<file path="config.mk">
export PLATFORM = sky130hd
export DESIGN_NAME = pbcq_ram
export DESIGN_NICKNAME = d
export VERILOG_FILES = /design/src/rtl/core/pbcq_ram.sv
export SDC_FILE = /design/constraint.sdc
export NUM_CORES = 1
export LEC_CHECK = 0
export BUFFER_PORTS_ARGS = -buffer_cell sky130_fd_sc_hd__buf_4
export CAP_MARGIN = 20
export CORE_MARGIN = 5
export CORE_UTILIZATION = 24
export CTS_BUF_LIST = sky130_fd_sc_hd__clkbuf_2 sky130_fd_sc_hd__clkbuf_4 sky130_fd_sc_hd__clkbuf_8
export DETAILED_ROUTE_END_ITERATION = 8
export GPL_ROUTABILITY_DRIVEN = 0
export MAX_ROUTING_LAYER = met4
export SLEW_MARGIN = 15
export SYNTH_ARGS = -nofsm -noshare
export SYNTH_HDL_FRONTEND = slang
export SYNTH_SLANG_ARGS = --single-unit
</file>
<file path="constraint.sdc">
create_clock -name clock -period 2.5 [get_ports clock]
set_input_delay 0.375 -clock clock [delete_from_list [all_inputs] [get_ports clock]]
set_output_delay 0.375 -clock clock [all_outputs]
set_load 0.005 [all_outputs]
</file>
<file path="src/rtl/core/pbcq_ram.sv">
`timescale 1ns / 1ps
`default_nettype none

module pbcq_ram #(
   parameter int WIDTH  = 8,
   parameter int DEPTH  = 16,
   parameter int ADDR_W = (DEPTH > 1) ? $clog2(DEPTH) : 1
) (
   input  wire logic              clock,
   input  wire logic              we,
   input  wire logic [ADDR_W-1:0] waddr,
   input  wire logic [WIDTH-1:0]  wdata,
   input  wire logic              re,
   input  wire logic [ADDR_W-1:0] raddr,
   output logic      [WIDTH-1:0]  rdata
);

   logic [WIDTH-1:0] mem [DEPTH];
   logic [WIDTH-1:0] rdata_ff;

   always_ff @(posedge clock) begin
      if (we) begin
         mem[waddr] <= wdata;
      end
      if (re) begin
         rdata_ff <= mem[raddr];
      end
   end

   assign rdata = rdata_ff;

endmodule

`default_nettype wire

</file>
==> metrics.txt <==
run status=finished, final reports clean; sequential share of the synthesized area=78.1%; Antenna diodes=0; global-route wire length before repair=15500 um; I/O Pins=27; antenna violations before repair=0; final hold vios=0; fin. max-slew vios=0; CORE AREA=approximately 0.022 mm^2; Pre-antenna DRT Iters=4; DP Cell Count=between 500 and 600; average wire per standard cell=approximately 18 um; Longest Clk Path Bufs=2; die area=about 0.025 mm^2; Period Utilization, post-route=68.7%; Starting Density=roughly a quarter; ratio of cells with drive above 1 in the final layout=about a third; Area Growth Syn to Fin=19.1%; most frequent cells in the layout=edfxtp_1, buf_4, mux4_2; CP Max Fanout=26; Mapped Area=roughly 0.0052 mm^2; RSZ-0062 raised after global routing=false; Net Count, Synth=around 250; Setup Viol. Count Final=0; YS warnings=0; pwr/cell area=around 750 mW/mm^2; max_cap viols=0; Hold Buf Count CTS=0; crit path DAT=around 1900 ps; CTS root buf=clkbuf_8; Distinct cells, synth=18; CTS tree=yes; PortBufs=26; Final Core Density=28.8%; GR Overflow Total=0; skew final=between 8 and 9 ps; overall power=4.64 mW; Crit Path Class=in2reg; Post-CTS Resized=0; Clock Pin Slew Worst Setup and Hold Paths=80 ps; CTS sink cnt=136; Syn Inst Count=between 200 and 250; # Post-CTS Setup Buffers=0; fmax=582 MHz; actual slew at the worst max-slew pin=roughly 750 ps; #FFs+latches synth=around 140; All-Layer GR Usage=9.03%; DRC=0; H-Tree Depth=4; CP endpoint kind=flop; initial DRC count=between 150 and 200; relative slew slack=between 50% and 60%; Die Y=about 160 um; Layout Nets=300; hpwl dp=~6600 um; design area=0.00622 mm^2; Avg Inst Size Synth=22.8 um^2; WL final=10300 um; PnR worst setup slack=~780 ps; path type of the worst min-delay path=in2reg; dpl ws=298 ps; # rows=54; die width=~160 um; CTS Buf Count=17; setup TNS=0 ps; LEAKAGE=between 2 and 2.5 nW; element type at the critical path start=input pin; Skew-Pair Late Insertion Delay=around 430 ps; crit path time final=1720 ps; Required @ worst endpoint=~2700 ps; most common library cell in the layout ignoring fill and taps=edfxtp_1; DR vias/cell=around 4.1; WHS=roughly 240 ps; vias in the first global route=2554; fin cells=approximately 570; DR vias=approximately 2400; Peak VDD IR=approximately 0.29 mV; Cell Area, Placed=a little under 0.006 mm^2; largest net degree at the start of global routing=33; remaining antenna violation count=0
## registers in the layout (all words and copies together) (netlist names)
name / cells
mem: 128
rdata: 8
## path summary, 6_finish.rpt
check / from / to / slack, ps / cells after the start
setup / recovery: raddr[0] / rdata[5]$_DFFE_PP_ / 780 / 5
hold / removal: re / rdata[1]$_DFFE_PP_ / 240 / 1
setup reg to reg: mem[0][5]$_DFFE_PP_ / rdata[5]$_DFFE_PP_ / 980 / 3
hold reg to reg: mem[14][4]$_DFFE_PP_ / rdata[4]$_DFFE_PP_ / 760 / 3
## Yosys cell counts, drive strengths merged
cell type | instances | area share (%)
nand3b | 2 | 0.29
or3b | 1 | 0.17
nor2 | 13 | 0.93
and2b | 1 | 0.14
nand2 | 9 | 0.65
and2 | 1 | 0.12
nor3 | 4 | 0.38
a22oi | 16 | 2.3
edfxtp | 136 | 78
nor2b | 1 | 0.12
buf | 7 | 1.1
nand2b | 2 | 0.24
clkdlybuf4s25 | 3 | 0.57
mux4 | 32 | 15
nand3 | 1 | 0.096
## cell families (layout without fill, tap and decap cells)
| group | after synthesis | in the layout | synth area share, % |
|---|---|---|---|
| AO/OA/AOI/OAI | 16 | 16 | 2.30 |
| flip-flops | 136 | 136 | 78.1 |
| multiplexers | 32 | 32 | 14.8 |
| buffers and inverters | 10 | 75 | 1.65 |
| AND/OR/NAND/NOR | 35 | 35 | 3.14 |
## worst max-delay path, cell delays in order
cell and delay (ps):
buf_4 390, buf_4 280, mux4_1 560, a22oi_1 190, nand2_1 80
## power breakdown
group / switching (mW) / internal (mW)
logic: 0.130 / 0.108
registers: 0.0132 / 2.57
clock network: 0.832 / 0.987
total: 0.976 / 3.66
## metal layers
metal / track usage, % / part of all wire [%]
met4: 2.83 / 1.4
met1: 10.6 / 41
met3: 3.69 / 7.0
met2: 14.3 / 50
met5: - / 0
## layout make-up
| class | instances | area (um^2) |
|---|---|---|
| clock buffer | 17 | 234 |
| tap | 280 | 350 |
| timing repair buffer | 43 | 323 |
| multi-input combinational | 83 | 1060 |
| sequential | 136 | 4080 |
| fill | 2124 | 15400 |
| clock inverter | 15 | 175 |
Power figures use the tool's default switching activity.
