$ cat config.mk
export PLATFORM = sky130hd
export DESIGN_NAME = pbcq_queue
export DESIGN_NICKNAME = d
export VERILOG_FILES = /design/src/rtl/core/pbcq_pkg.sv /design/src/rtl/core/pbcq_ram.sv /design/src/rtl/core/pbcq_queue.sv
export SDC_FILE = /design/constraint.sdc
export NUM_CORES = 1
export LEC_CHECK = 0
export BUFFER_PORTS_ARGS = -buffer_cell sky130_fd_sc_hd__buf_2
export CAP_MARGIN = 20
export CORE_UTILIZATION = 25
export DETAILED_ROUTE_END_ITERATION = 10
export RECOVER_POWER = 50
export SLEW_MARGIN = 20
export SYNTH_ARGS = -nofsm -noshare
export SYNTH_HDL_FRONTEND = slang
export SYNTH_HIERARCHICAL = 1
export SYNTH_SLANG_ARGS = --single-unit
$ cat constraint.sdc
create_clock -name clock -period 5.55 [get_ports clock]
set_clock_uncertainty 0.1 [all_clocks]
set_input_delay 0.8325 -clock clock [delete_from_list [all_inputs] [get_ports clock]]
set_output_delay 0.8325 -clock clock [all_outputs]
set_load 0.01 [all_outputs]
$ cat src/rtl/core/pbcq_pkg.sv
`timescale 1ns / 1ps
`default_nettype none

package pbcq_pkg;

   localparam int ENTRY_W = 18;

   localparam logic [2:0] OP_SET   = 3'd0;
   localparam logic [2:0] OP_CLR   = 3'd1;
   localparam logic [2:0] OP_READ  = 3'd2;
   localparam logic [2:0] OP_FLUSH = 3'd3;
   localparam logic [2:0] OP_WIPE  = 3'd4;

   localparam logic [1:0] KIND_ACK   = 2'd0;
   localparam logic [1:0] KIND_READ  = 2'd1;
   localparam logic [1:0] KIND_FLUSH = 2'd2;
   localparam logic [1:0] KIND_DONE  = 2'd3;

   localparam logic REG_ROW_BYTES = 1'b0;
   localparam logic REG_ROWS      = 1'b1;

   typedef enum logic [4:0] {
      S_WIPE  = 5'b00001,
      S_IDLE  = 5'b00010,
      S_MOD   = 5'b00100,
      S_FLUSH = 5'b01000,
      S_DONE  = 5'b10000
   } state_type;

   typedef struct packed {
      logic clear;
      logic push;
      logic fetch;
      logic pop;
   } qctl_type;

   typedef struct packed {
      logic empty;
      logic full;
      logic one_left;
   } qstat_type;

endpackage

`default_nettype wire

$ cat src/rtl/core/pbcq_ram.sv
`timescale 1ns / 1ps
`default_nettype none

module pbcq_ram #(
   parameter int WIDTH  = 8,
   parameter int DEPTH  = 16,
   parameter int ADDR_W = (DEPTH > 1) ? $clog2(DEPTH) : 1
) (
   input  wire logic              clock,
   input  wire logic              we,
   input  wire logic [ADDR_W-1:0] waddr,
   input  wire logic [WIDTH-1:0]  wdata,
   input  wire logic              re,
   input  wire logic [ADDR_W-1:0] raddr,
   output logic      [WIDTH-1:0]  rdata
);

   logic [WIDTH-1:0] mem [DEPTH];
   logic [WIDTH-1:0] rdata_ff;

   always_ff @(posedge clock) begin
      if (we) begin
         mem[waddr] <= wdata;
      end
      if (re) begin
         rdata_ff <= mem[raddr];
      end
   end

   assign rdata = rdata_ff;

endmodule

`default_nettype wire

$ cat src/rtl/core/pbcq_queue.sv
`timescale 1ns / 1ps
`default_nettype none

module pbcq_queue #(
   parameter int DEPTH = 32
) (
   input  wire logic                        clock,
   input  wire logic                        reset,
   input  wire pbcq_pkg::qctl_type          ctl,
   input  wire logic [pbcq_pkg::ENTRY_W-1:0] wdata,
   output logic      [pbcq_pkg::ENTRY_W-1:0] rdata,
   output pbcq_pkg::qstat_type              stat
);

   localparam int QW = (DEPTH > 1) ? $clog2(DEPTH) : 1;
   localparam int CW = $clog2(DEPTH + 1);

   logic [QW-1:0] head_ff, head_in, head_nx;
   logic [QW-1:0] tail_ff, tail_in, tail_nx;
   logic [CW-1:0] count_ff, count_in;
   logic          re;
   logic [QW-1:0] raddr;

   assign head_nx = (head_ff == QW'(DEPTH - 1)) ? '0 : head_ff + QW'(1);
   assign tail_nx = (tail_ff == QW'(DEPTH - 1)) ? '0 : tail_ff + QW'(1);

   assign stat.empty    = (count_ff == '0);
   assign stat.full     = (count_ff == CW'(DEPTH));
   assign stat.one_left = (count_ff == CW'(1));

   // a pop with more left fetches the next head at once
   assign raddr = ctl.pop ? head_nx : head_ff;
   assign re    = ctl.fetch | (ctl.pop & ~stat.one_left);

   always_comb begin
      head_in  = head_ff;
      tail_in  = tail_ff;
      count_in = count_ff;
      if (ctl.clear) begin
         head_in  = '0;
         tail_in  = '0;
         count_in = '0;
      end else begin
         if (ctl.push) begin
            tail_in = tail_nx;
         end
         if (ctl.pop) begin
            head_in = head_nx;
         end
         count_in = count_ff + CW'(ctl.push) - CW'(ctl.pop);
      end
   end

   always_ff @(posedge clock) begin
      if (reset) begin
         head_ff  <= '0;
         tail_ff  <= '0;
         count_ff <= '0;
      end else begin
         head_ff  <= head_in;
         tail_ff  <= tail_in;
         count_ff <= count_in;
      end
   end

   pbcq_ram #(
      .WIDTH (pbcq_pkg::ENTRY_W),
      .DEPTH (DEPTH)
   ) u_ram (
      .clock (clock),
      .we    (ctl.push),
      .waddr (tail_ff),
      .wdata (wdata),
      .re    (re),
      .raddr (raddr),
      .rdata (rdata)
   );

endmodule

`default_nettype wire

==> impl_metrics.py <==
metrics = {
    "run_status": {
        "status": "finished with violations",
        "violations": "max-capacitance violations, max-slew violations",
    },
    "cts": {
        "ctsResizeCount": 0,
        "cts_sinks": 610,
        "clk_latency_ps": 630,
        "cts_tree": "done",
        "root_buffer": "clkbuf_16",
        "h-tree-depth": 2,
        "cts_hold_buf": 0,
        "clk_path_buf_depth": 3,
        "cts_buffers": 61,
        "post_cts_buffers": 0,
        "cts.clk_slew.worst_paths_ps": 60,
    },
    "placement": {
        "io_buffers": 44,
        "dp_cells": 2661,
        "globalplace.congestion": 0.761,
        "dp_hpwl_um": 33100,
    },
    "global_routing": {
        "grt_util_met3_pct": 2.47,
        "grt.total_usage_pct": 11.3,
        "grt_pass1_wl_um": 83300,
        "top_usage_layer": "met2",
        "grt_pass1_vias": 12952,
        "grt_util_met2_pct": 19.3,
        "grt_util_met1_pct": 14.3,
        "grt_max_degree": 82,
        "overflow": 0,
        "antenna_found_initial": 7,
    },
    "setup_path": {
        "worstPathArrival_ps": 4040,
        "critPathRequiredTime_ps": 5800,
        "crit_buf_inv": 1,
        "path_cells": "clkbuf_1 > nand2_1 > mux2_2 > o2bb2ai_1 > and2_4 > a22o_1 > nor3_2 > a31oi_1 > nand3_1",
        "endpoint_kind": "flop",
        "critPathKind": "in2reg",
        "worstPathMaxFanout": 55,
        "rrSetupSlack_ps": 1760,
        "r2r-start": "head_ff[0]$_SDFF_PP0_",
        "critPathMaxStageDelay_ps": 800,
        "r2r_cells": 10,
        "cp-start-kind": "input pin",
        "cpMaxStageDelayCell": "and2_4",
        "critical-path-top-delay-family": "compound AO/OA/AOI/OAI gates",
        "reg2reg_to": "u_ram/rdata[6]$_DFFE_PP_",
    },
    "timing": {
        "setup_violations": 0,
        "fmax_mhz": 264,
        "finalHoldViolCount": 0,
        "rsz0062_at_grt": "no",
        "slew_viol_final": 19,
        "slew_headroom_pct": -12.2,
        "fin_crit_ps": 3790,
        "setup_total_negative_slack_ps": 0,
        "tightest_slew_ps": 1680,
        "period_share_pct": 68.3,
    },
    "routing": {
        "avgViaCountPerCell": 4.55,
        "vias": 12648,
        "post-route-drc-count": 0,
        "dr.first_iter.drc_count": 961,
        "avgRoutedWirePerCell_um": 20.4,
        "antenna_left": 0,
        "routed_wl_um": 56700,
        "first_pass_iters": 4,
    },
    "synthesis": {
        "synth_common_cells": "edfxtp_1, mux2i_1, a22oi_1",
        "synth_warnings": 6,
        "ys_dominant_reg_cell": "edfxtp_1",
        "async_reset_ff_share_pct": 0,
        "netlist_area_um2": 24200,
        "synth_seq_cells": 610,
        "yosysMostFrequentCell": "edfxtp_1",
        "synth_area_leaders": "edfxtp_1, mux2i_1, a22oi_1",
        "synthCells": 1385,
        "synth_top_area_share_pct": 73.7,
        "yosysTopAreaCell": "edfxtp_1",
        "synth-edff-count": 594,
        "syn_avg_cell_area_um2": 17.5,
        "yosysSeqAreaShare_pct": 75.0,
        "synth_nets": 1423,
        "synthDistinctLibCells": 46,
    },
    "hold_path": {
        "holdPathStages": 2,
        "hp-class": "reg2reg",
        "whs_endpoint": "tail_ff[1]$_SDFFE_PP0P_",
        "hp-start": "tail_ff[1]$_SDFFE_PP0P_",
    },
    "cells_and_area": {
        "num-nets-final": 1497,
        "layout-drive-gt1-share_pct": 13.3,
        "area_delta_synth_final_pct": 15.7,
        "finalNonFillerCells": 2778,
    },
    "floorplanning": {
        "start_util_pct": 25.4,
        "rows": 113,
        "dieArea_um2": 98100,
        "ios": 45,
        "die_y_um": 313,
        "core_area_um2": 95400,
        "die_w_um": 313,
    },
    "job": {
        "cap_violations": 1,
    },
    "power": {
        "max-vdd-ir-drop_mv": 0.207,
        "power.density_nw_per_um2": 353,
        "p_leak_nw": 9.50,
    },
}
[layer usage]
metal	vias up	wire length, µm
met5	-	76
met4	12	1180
met3	90	3330
met2	307	27700
met1	6588	24400
li1	5651	-
[registers in the layout (all words and copies together), names as in the netlist]
register     count
count_ff         6
u_ram/mem      576
u_ram/rdata     18
tail_ff          5
head_ff          5
[worst max-delay path by stage]
stage	start	end	depth (start not counted)
after floorplan	ctl[2]	u_ram/mem[28][0]$_DFFE_PP_	3
after CTS	head_ff[0]$_SDFF_PP0_	u_ram/rdata[6]$_DFFE_PP_	10
final	ctl[0]	u_ram/rdata[4]$_DFFE_PP_	9
after global routing	head_ff[0]$_SDFF_PP0_	u_ram/rdata[3]$_DFFE_PP_	9
after detailed placement	ctl[0]	u_ram/rdata[6]$_DFFE_PP_	8
after global placement	ctl[0]	u_ram/rdata[6]$_DFFE_PP_	8
[cell type report]
cell class / instances / area, µm²
tap: 1265 / 1580
clock buffer: 74 / 1580
inverter: 12 / 45.0
antenna: 1 / 2.50
multi-input combinational: 686 / 5560
fill: 9347 / 67400
timing repair buffer: 88 / 606
clock inverter: 42 / 477
sequential: 610 / 18200
[through the flow]
stage | hold WS (ps) | setup slack [ps] | total power, mW | util, % | area, µm²
6_report | 454 | 1760 | 9.88 | 29.3 | 28000
4_1_cts | 453 | 1910 | 9.96 | 29.4 | 28100
5_1_grt | 500 | 1500 | 10.2 | 29.3 | 28000
3_3_place_gp | 426 | 1590 | 5.80 | 27.3 | 26000
2_1_floorplan | 398 | 2820 | 5.62 | - | 24200
3_5_place_dp | 446 | 1550 | 5.82 | 27.3 | 26000
[worst min-delay path, cell delays in order (launching register included)]
cell and delay, ps:
dfxtp_1 360, nand2b_1 90, a21oi_1 50
[placed cells by master, fill, tap and decap left out, drive strengths merged, types with 15 or more instances in the layout]
master / netlist / layout
nand4: 18 / 18
a31oi: 18 / 18
nand3: 41 / 41
nor3: 20 / 20
a22oi: 73 / 73
mux2i: 291 / 291
nor2: 41 / 41
buf: 64 / 66
a22o: 36 / 36
clkinv: 0 / 27
dfxtp: 16 / 16
inv: 12 / 15
a21oi: 41 / 41
nand2: 39 / 39
edfxtp: 594 / 594
clkbuf: 13 / 96
[power by group]
group / internal, mW / switching, mW
Combinational: 0.227 / 0.372
Clock: 2.41 / 1.75
Sequential: 5.10 / 0.0231
[kinds of logic after synthesis]
group / share of synthesized area, %
AOI/OAI and AO/OA: 5.17
xor gates and xnor gates: 0.0724
adders and majority gates: 0.755
buffers and inverters: 2.49
DFF: 75.0
muxes: 12.2
and+or+nand+nor: 4.31
Power figures use the tool's default switching activity.
